`src/bcm_pkg.sv`:
```
package bcm_pkg;

  localparam int ENTRIES         = 16;
  localparam int DISKS           = 16;
  localparam int BLOCKS_PER_DISK = 256;
  localparam int BLOCK_WORDS     = 32;
  localparam int MIN_ENTRIES     = 2;

  localparam int SLOT_W   = $clog2(ENTRIES);
  localparam int NCNT_W   = $clog2(ENTRIES + 1);
  localparam int WIDX_W   = $clog2(BLOCK_WORDS);
  localparam int COPY_W   = $clog2(BLOCK_WORDS + 1);
  localparam int ADDR_W   = SLOT_W + WIDX_W;
  localparam int STAMP_W  = 32;
  localparam int DISK_W   = 4;
  localparam int BLK_W    = 8;
  localparam int KIND_W   = 2;
  localparam int STATUS_W = 2;
  localparam int OIDX_W   = 5;
  localparam int CFG_IDX_W  = 2;
  localparam int CFG_DATA_W = 5;

  localparam logic [KIND_W-1:0] KIND_LOOKUP = 2'd0;
  localparam logic [KIND_W-1:0] KIND_INSERT = 2'd1;
  localparam logic [KIND_W-1:0] KIND_UPDATE = 2'd2;

  localparam logic [STATUS_W-1:0] STAT_OK    = 2'd0;
  localparam logic [STATUS_W-1:0] STAT_MISS  = 2'd1;
  localparam logic [STATUS_W-1:0] STAT_REJ   = 2'd2;
  localparam logic [STATUS_W-1:0] STAT_NOTEN = 2'd3;

  localparam logic [CFG_IDX_W-1:0] REG_CACHE_ON = 2'd0;
  localparam logic [CFG_IDX_W-1:0] REG_ENTRIES  = 2'd1;

  typedef struct packed {
    logic               clear;
    logic               tag_we;
    logic               stamp_we;
    logic [SLOT_W-1:0]  slot;
    logic [DISK_W-1:0]  disk;
    logic [BLK_W-1:0]   blk;
    logic [STAMP_W-1:0] stamp;
  } cell_cmd_t;

  typedef struct packed {
    logic               vld;
    logic               hit;
    logic [SLOT_W-1:0]  hit_idx;
    logic               empty;
    logic [SLOT_W-1:0]  empty_idx;
    logic [STAMP_W-1:0] best_stamp;
    logic [SLOT_W-1:0]  best_idx;
  } scan_tok_t;

endpackage

```
`src/bcm_cell.sv`:
```
module bcm_cell
  import bcm_pkg::*;
(
  input  logic              clk,
  input  logic              rst_n,
  input  logic [SLOT_W-1:0] cell_idx,
  input  logic              active,
  input  logic [DISK_W-1:0] q_disk,
  input  logic [BLK_W-1:0]  q_blk,
  input  cell_cmd_t         cmd,
  input  scan_tok_t         tok_in,
  output scan_tok_t         tok_out
);

  logic               valid_r;
  logic [STAMP_W-1:0] stamp_r;
  logic [DISK_W-1:0]  disk_r;
  logic [BLK_W-1:0]   blk_r;
  scan_tok_t          tok_r;
  scan_tok_t          tok_nxt;
  logic               sel;

  assign sel = (cmd.slot == cell_idx);

  always_comb begin
    tok_nxt = tok_in;
    if (active) begin
      if (valid_r && disk_r == q_disk && blk_r == q_blk && !tok_in.hit) begin
        tok_nxt.hit     = 1'b1;
        tok_nxt.hit_idx = cell_idx;
      end
      if (!valid_r && !tok_in.empty) begin
        tok_nxt.empty     = 1'b1;
        tok_nxt.empty_idx = cell_idx;
      end
      if (stamp_r > tok_in.best_stamp) begin
        tok_nxt.best_stamp = stamp_r;
        tok_nxt.best_idx   = cell_idx;
      end
    end
  end

  always_ff @(posedge clk) begin
    if (!rst_n) begin
      valid_r <= 1'b0;
      stamp_r <= '0;
      tok_r   <= '0;
    end else begin
      tok_r <= tok_nxt;
      if (cmd.clear) begin
        valid_r <= 1'b0;
        stamp_r <= '0;
      end else begin
        if (cmd.tag_we && sel) valid_r <= 1'b1;
        if (cmd.stamp_we && sel) stamp_r <= cmd.stamp;
      end
    end
  end

  always_ff @(posedge clk) begin
    if (cmd.tag_we && sel) begin
      disk_r <= cmd.disk;
      blk_r  <= cmd.blk;
    end
  end

  assign tok_out = tok_r;

endmodule

```
`config.mk`:
```
export PLATFORM = sky130hd
export DESIGN_NAME = bcm_cell
export DESIGN_NICKNAME = d
export VERILOG_FILES = /design/src/bcm_pkg.sv /design/src/bcm_cell.sv
export SDC_FILE = /design/constraint.sdc
export NUM_CORES = 1
export LEC_CHECK = 0
export BUFFER_PORTS_ARGS = -buffer_cell sky130_fd_sc_hd__buf_4
export CORE_MARGIN = 10
export CORE_UTILIZATION = 29
export DETAILED_ROUTE_END_ITERATION = 10
export PLACE_DENSITY_LB_ADDON = 0.1
export SLEW_MARGIN = 0
export SYNTH_ARGS = -nofsm -noshare
export SYNTH_HDL_FRONTEND = slang
export SYNTH_SLANG_ARGS = --single-unit
```
`constraint.sdc`:
```
create_clock -name clk -period 2.5 [get_ports clk]
set_clock_uncertainty 0.05 [all_clocks]
set_input_delay 0.25 -clock clk [delete_from_list [all_inputs] [get_ports clk]]
set_output_delay 0.25 -clock clk [all_outputs]
set_load 0.02 [all_outputs]
```
==> qor.csv, run 1 <==
metric;value;unit
hold_class;input pin to register;
peakVddDrop;0.342;mV
dieArea;0.0204;mm^2
slew_headroom;57.5;%
viasPerCell;4.44;
grt_pass1_vias;3790;
finalSetupViolations;0;
wl_per_cell;16.0;um
synthCells;446;
cts_tree;yes;
layout_common_cells;buf_4, dfxtp_1, mux2i_1, nand2_1, nor2_1;
wl;12.8;mm
routed-via-count;3545;
async_flop_share;0;%
grt_pass1_wl;20.0;mm
pre_cts_slack;0.0342;ns
clock.fmax;425;MHz
cts_buffers;9;
htree_levels;3;
drt_iter0_markers;79;
cts_sinks;92;
fillers;1447;
root_buffer;clkbuf_16;
cp-end-kind;register;
leakagePower;2.95;nW
path_clk_slew;0.06;ns
antenna_found_initial;1;
critPathTopFamily;simple AND/OR/NAND/NOR gates;
core_area;0.0146;mm^2
layout_commonest_cell;buf_4;
syn-mean-instance-area;9.78;um^2
yosys_warnings;0;
synth_nets;595;
tightest_slew;0.633;ns
grt_util_all_layers;12.6;%
critPathKind;register to register;
report.final.slew_viol_count;0;
die_x;143;um
first_pass_iters;4;
cts_hold_buf;0;
numPlacedInstances;781;
setup-tns-final;0;ns
multi_input_area;0.00216;mm^2
power.density;559;mW/mm^2
dp_hpwl;10.0;mm
numPortBuffers;163;
drive_gt1_share;31.2;%
critPathSlowestCell;or3_1;
synth-edff-count;12;
seqCellArea;0.00196;mm^2
ios;164;
seq_area_frac_synth;45.0;%
ys_seq_elements;92;
start_util;29.8;%
ys_types;35;
outcome;finished clean;
final_cells;798;
dpl_cell_area;0.00579;mm^2
start_kind;register;
hold_viol;0;
fp.dieH;143;um
crit_chain;ha_1 -> nand4_2 -> or3_1 -> or4_1 -> o21ai_2 -> a21oi_4 -> buf_12 -> mux2i_1;
fin_area;0.00610;mm^2
syn_to_final_growth;39.7;%
grt_max_degree;45;
timing.final.crit_period;2.35;ns
crit_fanout;20;
num_rows;44;
cp.arrival;2.53;ns
cpPeakStageDelay;0.42;ns
cts_buffer_depth;2;
grt_overflow_total;0;
ant_nets;0;
timing.final.ws_setup;0.147;ns
critPathRequiredTime;2.67;ns
clock_latency;0.34;ns
drc;0;
final.period_utilization;94.1;%
final_nets;757;
gp_congestion;0.751;
synth_ff_type;dfxtp_1;
critPathBufInv;1;
grt_setup_unrepaired;false;
syn_area;0.00436;mm^2
cap_violations;0;
hold_slack;0.0294;ns
==> metrics by stage <==
stage | power [mW] | util, %
global route | 3.57 | 41.6
floorplan | 1.80 | -
finish | 3.41 | 41.6
CTS | 3.48 | 41.6
detailed placement | 2.07 | 39.5
global placement | 2.07 | 39.5
==> layer usage <==
metal  share of wire (%)  GRT usage (%)  up-vias  wire (um)
met3                 7.2           5.17       10        915
met5                   0              0        -          0
met2                  48           21.0       99       6140
met4                 1.5           3.80        0        191
li1                    -              -     1827          -
met1                  43           14.5     1609       5530
==> cells in the mapped netlist (all sizes together), types with 2 or more instances <==
library cell	instances	area, um^2
nand4	10	68.8
xnor2	8	70.1
o211ai	2	15.0
inv	32	120
a21o	6	45.0
nand2	75	282
buf	8	86.3
edfxtp	12	360
nand3	4	20.0
nor2b	11	68.8
and2	2	12.5
ha	32	400
xor2	8	70.1
nor3	4	20.0
o21ai	2	10.0
clkbuf	13	48.8
mux2i	76	761
a21oi	12	60.1
o21a	3	22.5
nor2	35	131
nor4	3	25.0
dfxtp	80	1600
==> cells by family (layout without fill, tap and decap cells) <==
kind of cell	Yosys count	in the layout	synth area share [%]
muxes	76	76	17.4
AOI/OAI and AO/OA	29	29	4.30
and+or+nand+nor	148	148	15.1
other	0	1	0
DFF	92	92	45.0
adders and majority gates	32	32	9.18
buffers and inverters	53	220	5.85
xor gates and xnor gates	16	16	3.21
==> power breakdown <==
group / leakage [nW] / switching (mW) / internal (mW)
logic: 2.04 / 0.221 / 0.243
clock network: 0.148 / 0.556 / 0.819
registers: 0.766 / 0.0182 / 1.55
==> what timing repair did <==
action	CTS	global route
setup buffers	0	0
gates resized for setup	0	1
endpoints found under the setup margin	0	4
endpoints found under the hold margin	0	0
==> path summary, 6_finish.rpt <==
path | start | end | slack (ns) | depth (start not counted)
max | stamp_r[14]$_SDFFE_PP0P_ | tok_out[1]$_SDFF_PN0_ | 0.15 | 8
min | cmd[35] | blk_r[3]$_DFFE_PP_ | 0.03 | 1
max reg2reg | stamp_r[14]$_SDFFE_PP0P_ | tok_out[1]$_SDFF_PN0_ | 0.15 | 8
min reg2reg | stamp_r[0]$_SDFFE_PP0P_ | tok_out[4]$_SDFF_PN0_ | 0.43 | 2
==> flip-flops by register name, summed over array words and instances, names as in the netlist <==
name	cells
blk_r	8
disk_r	4
stamp_r	32
tok_out	47
valid_r	1
==> cell type report <==
type,count,share of cell area (%)
antenna,1,0.0410
clock buffer,16,4.97
inverter,32,1.97
multi-input combinational,301,35.5
sequential,92,32.2
tap,184,3.78
timing repair buffer,172,21.6
No activity file was read; power rests on OpenSTA's default activity.
==> run 2: changes to the inputs <==
==> constraint.sdc (replaced) <==
create_clock -name clk -period 2.5 [get_ports clk]
set_clock_uncertainty 0.05 [all_clocks]
set_input_delay 0.375 -clock clk [delete_from_list [all_inputs] [get_ports clk]]
set_output_delay 0.375 -clock clk [all_outputs]
set_load 0.02 [all_outputs]
==> qor.csv, run 2 (synthesis gave the netlist of run 1 again) <==
metric;value;unit;change
gp_congestion;0.747;;-0.55%
cp.arrival;2.59;ns;+0.06 ns
reg2reg_slack;0.10;ns;-0.04 ns
leakagePower;2.97;nW;+0.68%
cp-end-kind;register;;
slew_headroom;62.5;%;+5.0 points
combPwrFrac;14.2;%;+0.6 points
cts_hold_buf;0;;unchanged
clock_latency;0.35;ns;about the same
cts_tree;yes;;
r2r_end;tok_out[17]$_SDFF_PN0_;;
start_kind;register;;
outcome;finished clean;;
ios;164;;unchanged
viasPerCell;4.46;;+0.37%
internal-power;2.53;mW;-3.1%
antenna_found_initial;0;;-1
largest_reg_flops;47;;unchanged
hold_path.startpoint;cmd[35];;
dp_hpwl;9.92;mm;-1.2%
cts_buffer_depth;2;;unchanged
final_nets;762;;+0.66%
syn_to_final_growth;40.5;%;
timing.final.crit_period;2.40;ns;+0.0436 ns
grt_pass1_vias;3815;;+0.66%
wl_per_cell;16.3;um;+1.5%
drc;0;;unchanged
power_frac_seq;46.9;%;+0.9 points
cts_sinks;92;;unchanged
grt_overflow_total;0;;unchanged
critPathKind;register to register;;
root_buffer;clkbuf_16;;
ff2ff_path_depth;8;;unchanged
grt_pass1_wl;20.0;mm;+0.38%
clock.fmax;417;MHz;-1.8%
power_frac_clock;38.9;%;-1.5 points
hold_class;input pin to register;;
peakVddDrop;0.274;mV;-20%
tightest_slew;0.557;ns;-0.0752 ns
critPathRequiredTime;2.69;ns;+0.02 ns
holdPathStages;1;;unchanged
grt_util_all_layers;12.7;%;+0.092 points
wl;13.0;mm;+2.0%
power.total;3.34;mW;-1.9%
grt_max_degree;50;;+11%
path_clk_slew;0.07;ns;about the same
layout_commonest_cell;buf_4;;
fp.dieH;143;um;unchanged
die_x;143;um;unchanged
first_pass_iters;4;;unchanged
drive_gt1_share;32.0;%;+0.88 points
switching_share;24.3;%;+0.93 points
diodes;0;;-1
grt_setup_unrepaired;true;;
numPortBuffers;163;;unchanged
p_sw;811;uW;+2.0%
crit_fanout;16;;-20%
reg2reg_from;stamp_r[13]$_SDFFE_PP0P_;;
num_rows;44;;unchanged
final.period_utilization;95.9;%;+1.7 points
ant_nets;0;;unchanged
finalSetupViolations;0;;unchanged
drt_iter0_markers;101;;+28%
htree_levels;3;;unchanged
setup-tns-final;0;ns;unchanged
hold_end;blk_r[3]$_DFFE_PP_;;
layout_common_cells;buf_4, dfxtp_1, nand2_1, mux2i_1, nor2_1;;
cap_violations;0;;unchanged
dieArea;0.0204;mm^2;unchanged
fillers;1480;;+2.3%
cts_buffers;9;;unchanged
power.density;545;mW/mm^2;-2.4%
hold_viol;0;;unchanged
routed-via-count;3576;;+0.87%
core_area;0.0146;mm^2;unchanged
report.final.slew_viol_count;0;;unchanged
start_util;29.8;%;unchanged
run 2: cell types whose count changed in the layout (fill, tap and decap cells not counted), sizes merged:
cell	delta
buf	+5
inv	+1
clkbuf	-1
diode	-1
run 2: power groups by stage:
stage	sequential [mW]	clock, mW	combinational [mW]
after global routing	1.57	1.41	0.517
after detailed placement	1.60	0	0.478
final	1.57	1.30	0.473
after global placement	1.60	0	0.472
after floorplan	1.65	0	0.151
after CTS	1.57	1.36	0.481
run 2: final cells by class:
type / count / area [um^2] / area share (%)
inverter: 32 / 120 / 1.96
tap: 184 / 230 / 3.76
clock inverter: 1 / 6.26 / 0.102
multi-input combinational: 301 / 2180 / 35.5
clock buffer: 15 / 268 / 4.37
timing repair buffer: 177 / 1370 / 22.3
sequential: 92 / 1960 / 32.0
run 2: worst max-delay path by stage:
stage / start / end / slack [ns] / cells past startpoint
2_1_floorplan: tok_in[35] / tok_out[0]$_SDFF_PN0_ / 0.18 / 10
3_3_place_gp: tok_in[18] / tok_out[12]$_SDFF_PN0_ / -0.10 / 10
3_5_place_dp: tok_in[19] / tok_out[2]$_SDFF_PN0_ / -0.13 / 10
4_1_cts: stamp_r[14]$_SDFFE_PP0P_ / tok_out[2]$_SDFF_PN0_ / 0.03 / 8
5_1_grt: stamp_r[14]$_SDFFE_PP0P_ / tok_out[12]$_SDFF_PN0_ / -0.0004 / 8
6_report: stamp_r[13]$_SDFFE_PP0P_ / tok_out[17]$_SDFF_PN0_ / 0.10 / 8
run 2: timing repair:
action	CTS	global route
buffers inserted	0	0
resized for setup	0	4
setup endpoints to repair	0	36
run 2: critical path, cell delays in order, from the launching register on:
cell and delay (ns):
dfxtp_1 0.33, ha_1 0.32, nand4_2 0.13, or3_4 0.43
or4_1 0.42, o21ai_2 0.17, a21oi_4 0.07, buf_12 0.19
mux2i_2 0.16
run 2: stage by stage:
| step | hold slack [ns] | setup slack, ns | area (um^2) | cells | util (%) |
|---|---|---|---|---|---|
| after global placement | 0.418 | -0.103 | 5840 | 786 | 39.9 |
| after detailed placement | 0.425 | -0.129 | 5840 | 786 | 39.9 |
| final | 0.152 | 0.104 | 6130 | 802 | 41.8 |
| after CTS | 0.134 | 0.0276 | 6110 | 802 | 41.7 |
| after global routing | 0.130 | -0.000401 | 6130 | 802 | 41.8 |
| after floorplan | 0.401 | 0.176 | 4360 | 446 | - |
run 2: per-layer routing:
| layer | up-vias | part of all wire, % | global-route usage, % |
|---|---|---|---|
| li1 | 1825 | - | - |
| met1 | 1642 | 45 | 15.0 |
| met2 | 98 | 47 | 20.8 |
| met3 | 11 | 6.4 | 3.98 |
| met4 | 0 | 1.7 | 5.37 |
| met5 | - | 0 | 0 |
